**config.mk**
```make
export PLATFORM = sky130hd
export DESIGN_NAME = pqu_cell
export DESIGN_NICKNAME = d
export VERILOG_FILES = /design/src/rtl/core/pqu_pkg.sv /design/src/rtl/core/pqu_cell.sv
export SDC_FILE = /design/constraint.sdc
export NUM_CORES = 1
export LEC_CHECK = 0
export BUFFER_PORTS_ARGS = -buffer_cell sky130_fd_sc_hd__buf_2
export CORE_ASPECT_RATIO = 0.9
export CORE_MARGIN = 8
export CORE_UTILIZATION = 45
export CTS_CLUSTER_DIAMETER = 120
export DETAILED_ROUTE_END_ITERATION = 16
export PLACE_DENSITY = 0.8
export REMOVE_ABC_BUFFERS = 1
export SLEW_MARGIN = 20
export SYNTH_ARGS = -nofsm -noshare
export SYNTH_HDL_FRONTEND = slang
export SYNTH_SLANG_ARGS = --single-unit
```
**constraint.sdc**
```tcl
create_clock -name clk -period 8.9 [get_ports clk]
set_input_delay 0 -clock clk [delete_from_list [all_inputs] [get_ports clk]]
set_output_delay 0 -clock clk [all_outputs]
set_load 0.03 [all_outputs]
```
**src/rtl/core/pqu_pkg.sv**
```systemverilog
// Package for the priority queue with update-key: sizes, action and mode codes,
// the entry and cell command types, and the priority compare.
// No dependencies.
package pqu_pkg;

	localparam int NUM_SLOTS  = 64;
	localparam int LEVEL_MIN  = 30;
	localparam int LEVEL_MAX  = 100;
	localparam int ORDER_BITS = 32;

	localparam int ID_W    = 6;
	localparam int AMT_W   = 7;
	localparam int LEVEL_W = $clog2(LEVEL_MAX + 1);
	localparam int SUM_W   = ((LEVEL_W > AMT_W) ? LEVEL_W : AMT_W) + 1;

	// Action codes of an input transaction
	localparam logic [1:0] ACT_INSERT = 2'd0;
	localparam logic [1:0] ACT_RAISE  = 2'd1;
	localparam logic [1:0] ACT_REMOVE = 2'd2;
	localparam logic [1:0] ACT_QUERY  = 2'd3;

	// Chain update modes broadcast to every cell
	localparam logic [1:0] MODE_NONE   = 2'd0;
	localparam logic [1:0] MODE_INSERT = 2'd1;
	localparam logic [1:0] MODE_RAISE  = 2'd2;
	localparam logic [1:0] MODE_REMOVE = 2'd3;

	typedef struct packed {
		logic                  valid;
		logic [ID_W-1:0]       id;
		logic [LEVEL_W-1:0]    level;
		logic [ORDER_BITS-1:0] order;
	} entry_t;

	typedef struct packed {
		logic [1:0] mode;
		entry_t     new_key;
		entry_t     old_key;
	} cell_cmd_t;

	// a ranks strictly ahead of b: higher level, then earlier stamp, then lower id
	function automatic logic beats(entry_t a, entry_t b);
		logic res;
		res = (a.level > b.level) ||
		      ((a.level == b.level) && (a.order < b.order)) ||
		      ((a.level == b.level) && (a.order == b.order) && (a.id < b.id));
		return res;
	endfunction

endpackage

```
**src/rtl/core/pqu_cell.sv**
```systemverilog
// One cell of the sorted chain: holds one entry and shifts left, right or
// loads the broadcast key as the chain command requires.
// Depends on pqu_pkg.
module pqu_cell (
	input  logic               clk,
	input  logic               arst_n,
	input  pqu_pkg::cell_cmd_t cmd,
	input  logic [pqu_pkg::ID_W-1:0] lookup_id,
	input  pqu_pkg::entry_t    left_entry,
	input  logic               left_ahead,
	input  pqu_pkg::entry_t    right_entry,
	output pqu_pkg::entry_t    entry,
	output logic               ahead,
	output logic               match
);

	pqu_pkg::entry_t entry_q;
	pqu_pkg::entry_t entry_next;
	logic            ahead_old;
	logic            is_old;

	// Local compares against the new and the old key
	assign ahead     = entry_q.valid && pqu_pkg::beats(entry_q, cmd.new_key);
	assign ahead_old = entry_q.valid && pqu_pkg::beats(entry_q, cmd.old_key);
	assign is_old    = entry_q.valid && (entry_q.id == cmd.old_key.id);
	assign match     = entry_q.valid && (entry_q.id == lookup_id);

	// Next content
	always_comb begin
		entry_next = entry_q;
		case (cmd.mode)
			pqu_pkg::MODE_INSERT: begin
				if (!ahead)
					entry_next = left_ahead ? cmd.new_key : left_entry;
			end
			pqu_pkg::MODE_RAISE: begin
				if ((ahead_old || is_old) && !ahead)
					entry_next = left_ahead ? cmd.new_key : left_entry;
			end
			pqu_pkg::MODE_REMOVE: begin
				if (!ahead_old)
					entry_next = right_entry;
			end
			default: begin
				entry_next = entry_q;
			end
		endcase
	end

	// Entry register
	always_ff @(posedge clk or negedge arst_n) begin
		if (!arst_n)
			entry_q <= '0;
		else
			entry_q <= entry_next;
	end

	assign entry = entry_q;

endmodule
```
==> implementation parameters, run 1 <==
Parameter                              Value

Run status
  Outcome ... finished clean

Worst setup path
  Worst Setup Start Kind ... flip-flop
  Slowest cell on the critical path ... a211oi_4
  Critical path's largest stage delay ... 0.89 ns
  Required @ worst endpoint ... approximately 9.1 ns
  R2R setup slack ... a little under 5 ns
  Maximum fanout along the worst path ... 30
  Data arrival time of the critical path ... approximately 4.3 ns
  Critical path buffers and inverters ... 1
  Critical path class ... flip-flop to flip-flop
  List of cells traversed by the critical path ... ha_1, nand4_1, nor4_1, nand3_1, o21ai_1, nor2_1, a211oi_4, buf_4, mux2_2
  CP endpoint kind ... flip-flop
  Family with the most delay on the worst path ... simple AND/OR/NAND/NOR gates

Global routing
  Global Route met1 Usage ... 0.233
  Overall fraction of global-route tracks in use ... 0.200
  Aggregate global routing overflow ... 0
  Antenna violations before repair ... 0
  Most Used Layer, Global Route ... met2
  Number of global-route vias before repair ... ~5,000
  Maximum number of pins on one net before global-route repair ... 95
  Wire length of the first global-routing pass ... approximately 24,000 um
  GR Layer Usage met2 ... 0.367
  Met3 global-route usage ... 0.0543

Finish
  Final #Nets ... roughly 1,100
  Flip-flop and latch area ... about 1200 um2
  Area used by multi-input combinational logic ... about 3500 um2
  Total non-filler cell area in the finished layout ... between 6000 and 7000 um2
  Filler cells ... between 1,000 and 1,500
  Number of flip-flops under the largest register name ... between 40 and 50
  Area grow syn2layout ... 28.9%
  Antenna fix cells ... 0
  Proportion of layout cells with a drive suffix above 1 ... 0.353

STA
  Tmin final ... 4.09 ns
  Max-slew violation total from the final report ... 0
  Worst max-slew margin expressed relative to the limit ... 0.331
  Portion of the clock cycle consumed by the worst path in the final layout ... 0.459
  Accumulated negative setup slack ... 0 ns
  Clock skew ... ~0.0041 ns
  Hold violation count in the final report ... 0
  Maximum clock rate ... about 240 MHz
  Final Setup Violations ... 0
  Actual transition at the worst max-transition pin ... between 1 and 1.5 ns
  Unrepaired setup endpoints after global routing ... false

Power and ir drop
  Total power ... 0.00175 W
  Power density cells ... between 200 and 300 nW/um2
  Leakage Power ... around 3.7 nW
  Highest ir drop seen on vdd ... around 0.16 mV

Routing
  Wirelength per Cell ... roughly 16 um
  Total via count in the routed design ... slightly below 5,000
  Post-detailed-route via-to-cell ratio ... slightly above 5
  Routed WL ... about 15,000 um
  Initial drt markers ... roughly 180
  Detailed-router iteration count before antenna repair ... 4
  Post-route ant nets ... 0
  Post-route DRC violation count ... 0

Logic synthesis
  Post-synth design cell area ... 5060 um2
  Number of distinct library cells after synthesis ... between 40 and 50
  Commonest register cell after synthesis ... dfrtp_1
  Avg Cell Area, Syn ... about 8.6 um2
  Number of flops mapped to enable cells by yosys ... 0
  Total number of yosys warnings ... 0
  Sequential element share of the synthesized area ... 0.228
  Mapped Cells ... 586
  Register bit total from synthesis ... 46
  Async set-or-reset flop fraction in the synthesized netlist ... 1.00

CTS
  CTS Root Cell ... clkbuf_16
  Hold-fix buffers at CTS ... 1
  H-Tree Depth ... 2
  Post-CTS Setup Bufs ... 0
  Count of instances resized after the clock tree is built ... 0
  TritonCTS Sinks ... 46
  Reg clk slew, reported paths ... 0.06 ns
  Maximum buffer depth of the clock tree ... 2
  Total clock buffers created by CTS ... 5
  Clock Latency Late Sink ... between 0.2 and 0.3 ns
  TritonCTS clock tree ... yes

Placed design
  Hpwl dp ... around 13,000 um
  Routability-driven placement congestion ratio ... between 0.8 and 0.9
  Port bufs ... approximately 240
  Placed inst area ... around 6400 um2

Die
  Num rows ... 36
  Width of the die ... roughly 130 um
  Core area ... between 10,000 and 15,000 um2
  Die area ... between 10,000 and 15,000 um2
  Top-level I/O count ... 243
  Starting density of the core ... 0.464
  Die outline height ... roughly 120 um

Hold path
  Class of the tightest hold or removal check ... primary input to flip-flop

Run
  Max_cap viols ... 0
-- tightest hold or removal path: stages --
cell and delay (ns):
buf_2 0.07, o21ai_0 0.07, mux2i_1 0.12
-- layout by cell type (no fill, tap or decap), drive strengths merged, types with 3 or more instances in the layout --
cell | Yosys | routed
o211ai | 3 | 3
nor2 | 49 | 49
and4 | 7 | 7
a21oi | 70 | 70
a21boi | 3 | 3
ha | 89 | 89
a21o | 5 | 5
xnor2 | 3 | 3
buf | 7 | 244
a211oi | 5 | 5
mux2i | 50 | 50
xor2 | 3 | 3
o21ai | 15 | 15
nand3b | 4 | 4
clkbuf | 13 | 7
nand3 | 12 | 12
nor2b | 5 | 5
mux2 | 42 | 42
nor3 | 3 | 3
nor4 | 3 | 3
inv | 89 | 89
nand2 | 22 | 22
dfrtp | 46 | 46
nand4 | 13 | 13
-- path summary, 6_finish.rpt --
| check | endpoint | from | cells past startpoint |
|---|---|---|---|
| max in group asynchronous | entry[26] | arst_n | 3 |
| min reg2reg | entry[27] | entry[27] | 1 |
| min | entry[39] | right_entry[39] | 3 |
| max | entry[11] | entry[26] | 9 |
| max reg2reg | entry[11] | entry[26] | 9 |
| min in group asynchronous | entry[10] | arst_n | 3 |
-- where the power goes --
group          switching, W  internal [W]
clock network     0.0000780      0.000103
registers          0.000127      0.000319
logic              0.000653      0.000470
-- synthesized netlist by cell type, types with 2 or more instances --
library cell | count | area [um2]
buf_1 | 2 | 7.51
nand3b_1 | 4 | 30.0
xnor2_1 | 3 | 26.3
mux2_2 | 38 | 428
nand3_1 | 12 | 60.1
a21boi_0 | 3 | 22.5
nor2_1 | 49 | 184
a31oi_1 | 2 | 12.5
a211oi_1 | 4 | 30.0
ha_1 | 89 | 1110
clkbuf_1 | 13 | 48.8
and4_1 | 7 | 61.3
nor2b_1 | 5 | 31.3
o31ai_1 | 2 | 15.0
mux2_1 | 4 | 45.0
xor2_1 | 3 | 26.3
nor4_1 | 3 | 18.8
a21oi_1 | 70 | 350
and3_1 | 2 | 12.5
nand4_1 | 13 | 81.3
dfrtp_1 | 46 | 1150
buf_6 | 4 | 45.0
o311a_1 | 2 | 20.0
o211ai_1 | 3 | 22.5
inv_1 | 89 | 334
mux2i_1 | 50 | 500
a21o_1 | 5 | 37.5
a221o_1 | 2 | 20.0
nor3_1 | 3 | 15.0
a221oi_1 | 2 | 17.5
o21ai_0 | 14 | 70.1
nand2b_1 | 2 | 12.5
nand2_1 | 22 | 82.6
-- metal layers --
layer / up-vias / part of all wire
met5: - / 0
met4: 0 / 0.0038
met3: 4 / 0.075
met2: 144 / 0.50
met1: 2220 / 0.42
li1: 2544 / -
-- cells by family after synthesis --
family | after synthesis | synth area share
mux | 92 | 0.192
flops | 46 | 0.228
buf+inv | 109 | 0.0871
simple gates | 125 | 0.122
compound gates | 119 | 0.141
fa+ha+maj | 89 | 0.220
xor+xnor | 6 | 0.0104
-- layout make-up --
| type | instances | share of cell area |
|---|---|---|
| clock buffer | 7 | 0.0203 |
| inverter | 89 | 0.0512 |
| multi-input combinational | 431 | 0.533 |
| sequential | 46 | 0.177 |
| tap | 152 | 0.0292 |
| timing repair buffer | 245 | 0.190 |
-- per-stage QoR --
stage          instances  hold slack (ns)  setup WS [ns]   util
3_3_place_gp         962            0.143           4.76  0.585
2_1_floorplan        566           -0.296           5.04      -
3_5_place_dp         962            0.156           4.73  0.585
5_1_grt              970           0.0858           4.53  0.598
4_1_cts              970           0.0234           4.72  0.598
6_report             970           0.0266           4.81  0.598
Note: power is estimated with default switching activity, not from simulation.
==> inputs of run 2 (changes only) <==
==> constraint.sdc (replaced) <==
create_clock -name clk -period 3.9 [get_ports clk]
set_input_delay 0 -clock clk [delete_from_list [all_inputs] [get_ports clk]]
set_output_delay 0 -clock clk [all_outputs]
set_load 0.03 [all_outputs]
==> implementation parameters, run 2 (synthesis gave the netlist of run 1 again) <==
Parameter                              Value

Die
  Core area ... 10,900 um2 (unchanged)
  Die area ... 14,900 um2 (unchanged)
  Width of the die ... 128 um (unchanged)
  Starting density of the core ... 0.464 (unchanged)
  Die outline height ... 117 um (unchanged)
  Top-level I/O count ... 243 (unchanged)
  Num rows ... 36 (unchanged)

Finish
  Top library cells by usage in the layout, fill and taps aside ... buf_2 (241), inv_1 (89), ha_1 (89) (unchanged)
  Antenna fix cells ... 0 (unchanged)
  Area grow syn2layout ... 29.5% (was 28.9%)
  Proportion of layout cells with a drive suffix above 1 ... 0.357 (was 0.353)
  Area used by multi-input combinational logic ... 3470 um2 (unchanged)
  Final #Nets ... 1,104 (was 1,102)
  Most common cell after layout, fill and taps aside ... buf_2 (unchanged)
  Post-route insts no fill ... 973 (was 970)
  Flip-flop and latch area ... 1150 um2 (unchanged)
  Filler cells ... 997 (was 1,014)
  Number of flip-flops under the largest register name ... 46 (unchanged)

Worst setup path
  Maximum fanout along the worst path ... 29 (was 30)
  List of cells traversed by the critical path ... ha_1, and4_1, nand4_1, or4b_1, o21ai_1, nor2_1, a211oi_4, buf_4, mux2_2 (was ha_1, nand4_1, nor4_1, nand3_1, o21ai_1, nor2_1, a211oi_4, buf_4, mux2_2)
  CP endpoint kind ... flip-flop (unchanged)
  Required @ worst endpoint ... 4.07 ns (was 9.07 ns)
  Worst Setup Start Kind ... flip-flop (unchanged)
  Critical path class ... flip-flop to flip-flop (unchanged)
  RR Startpoint ... entry[38] (was entry[26])
  Crit. Startpoint ... entry[38] (was entry[26])
  Slowest cell on the critical path ... or4b_1 (was a211oi_4)
  Data arrival time of the critical path ... 3.39 ns (was 4.25 ns)
  Critical path's largest stage delay ... 0.57 ns (was 0.89 ns)

CTS
  Reg clk slew, reported paths ... 0.07 ns (was 0.06 ns)
  CTS Root Cell ... clkbuf_16 (unchanged)
  TritonCTS Sinks ... 46 (unchanged)
  Clock Latency Late Sink ... 0.28 ns (about the same)
  TritonCTS clock tree ... yes (unchanged)
  Maximum buffer depth of the clock tree ... 2 (unchanged)
  Count of instances resized after the clock tree is built ... 0 (unchanged)
  H-Tree Depth ... 2 (unchanged)
  Total clock buffers created by CTS ... 5 (unchanged)

STA
  Hold violation count in the final report ... 0 (unchanged)
  Final Setup Violations ... 0 (unchanged)
  Max-slew violation total from the final report ... 0 (unchanged)
  Clock skew ... 0.00441 ns (was 0.00413 ns)
  Worst max-slew margin expressed relative to the limit ... 0.353 (was 0.331)
  Maximum clock rate ... 311 MHz (was 245 MHz)
  Unrepaired setup endpoints after global routing ... false (unchanged)
  Actual transition at the worst max-transition pin ... 0.971 ns (was 1.00 ns)
  Tightest hold margin ... 0.0206 ns (was 0.0266 ns)
  Portion of the clock cycle consumed by the worst path in the final layout ... 0.825 (was 0.459)
  Tmin final ... 3.22 ns (was 4.09 ns)
  Accumulated negative setup slack ... 0 ns (unchanged)

Power and ir drop
  Net switching power figure ... 0.00196 W (was 0.000858 W)
  Power density cells ... 613 nW/um2 (was 268 nW/um2)
  Highest ir drop seen on vdd ... 0.349 mV (was 0.156 mV)
  Portion of total power attributed to the clock network ... 0.110 (was 0.103)
  Internal Pwr Total ... 0.00206 W (was 0.000892 W)
  Total power ... 0.00402 W (was 0.00175 W)
  Leakage Power ... 3.67 nW (was 3.65 nW)
  Net switching share of the total power ... 0.487 (was 0.490)
  Reg power frac ... 0.253 (was 0.255)
  Proportion of power drawn by combinational gates ... 0.638 (was 0.642)

Run status
  Outcome ... finished clean (unchanged)

Hold path
  Class of the tightest hold or removal check ... primary input to flip-flop (unchanged)
  Worst hold path startpoint ... right_entry[39] (unchanged)

Routing
  Routed WL ... 15,100 um (about the same)
  Initial drt markers ... 129 (was 184)
  Post-route ant nets ... 0 (unchanged)
  Detailed-router iteration count before antenna repair ... 4 (unchanged)
  Post-detailed-route via-to-cell ratio ... 5.11 (was 5.06)
  Total via count in the routed design ... 4,970 (was 4,912)
  Wirelength per Cell ... 15.5 um (was 15.6 um)
  Post-route DRC violation count ... 0 (unchanged)

Global routing
  Number of global-route vias before repair ... 5,124 (was 5,106)
  Wire length of the first global-routing pass ... 24,100 um (was 24,300 um)
  Maximum number of pins on one net before global-route repair ... 95 (unchanged)
  Antenna violations before repair ... 0 (unchanged)
  Aggregate global routing overflow ... 0 (unchanged)
  Overall fraction of global-route tracks in use ... 0.199 (was 0.200)

Placed design
  Routability-driven placement congestion ratio ... 0.845 (was 0.854)
  Number of cells in the design after placement ... 964 (was 962)
  Port bufs ... 241 (unchanged)
  Hpwl dp ... 12,700 um (was 12,800 um)

Run
  Max_cap viols ... 0 (unchanged)
-- run 2: changes by cell type in the layout (fill, tap and decap cells not counted) --
| cell | previous run | this run |
|---|---|---|
| clkinv_2 | 0 | 1 |
| buf_4 | 3 | 5 |
| clkbuf_8 | 0 | 1 |
| clkbuf_1 | 2 | 1 |
-- run 2: area by class of cell --
cell class              count  share of cell area
repair buffers            247               0.191
multi-input cells         431               0.530
inverters                  89              0.0510
well taps                 152              0.0290
flip-flops and latches     46               0.176
clock buffers               7              0.0218
clock inverters             1            0.000764
-- run 2: through the flow --
stage	cell area, um2	setup slack, ns	utilization
6_report	6550	0.683	0.601
4_1_cts	6550	0.631	0.601
3_3_place_gp	6390	0.696	0.587
5_1_grt	6550	0.489	0.601
3_5_place_dp	6390	0.636	0.587
2_1_floorplan	4950	0.0412	-
-- run 2: critical path: cells and delay by family (launching register included) --
| family | cells | cell delay [ns] |
|---|---|---|
| simple gates | 4 | 1.11 |
| compound gates | 2 | 0.45 |
| fa+ha+maj | 1 | 0.30 |
| flops | 1 | 0.42 |
| mux | 1 | 0.39 |
| buf+inv | 1 | 0.42 |
-- run 2: worst paths after layout --
path / end / slack (ns) / cells past startpoint
setup / recovery: entry[5] / 0.68 / 9
hold / removal: entry[39] / 0.02 / 3
setup reg to reg: entry[5] / 0.68 / 9
hold reg to reg: entry[27] / 0.57 / 1
max in group asynchronous: entry[30] / 3.09 / 3
min in group asynchronous: entry[9] / 0.36 / 3
-- run 2: repair_timing --
item	4_1_cts	5_1_grt
hold buffers	1	0
endpoints found under the hold margin	46	0
endpoints found under the setup margin	0	0
buffers inserted	0	0
-- run 2: power groups by stage --
stage	logic [W]	clock network, W	registers (W)
after floorplan	0.00133	0	0.00145
after global placement	0.00253	0	0.00101
after detailed placement	0.00258	0	0.00103
after CTS	0.00260	0.000456	0.00102
after global routing	0.00287	0.000479	0.00106
final	0.00256	0.000440	0.00101
-- run 2: routing by layer --
metal / part of all wire / up-vias / GRT usage
met2: 0.50 / 141 / 0.365
met3: 0.071 / 15 / 0.0543
met1: 0.42 / 2262 / 0.227
met5: 0 / - / 0
li1: - / 2552 / -
met4: 0.012 / 0 / 0.0435
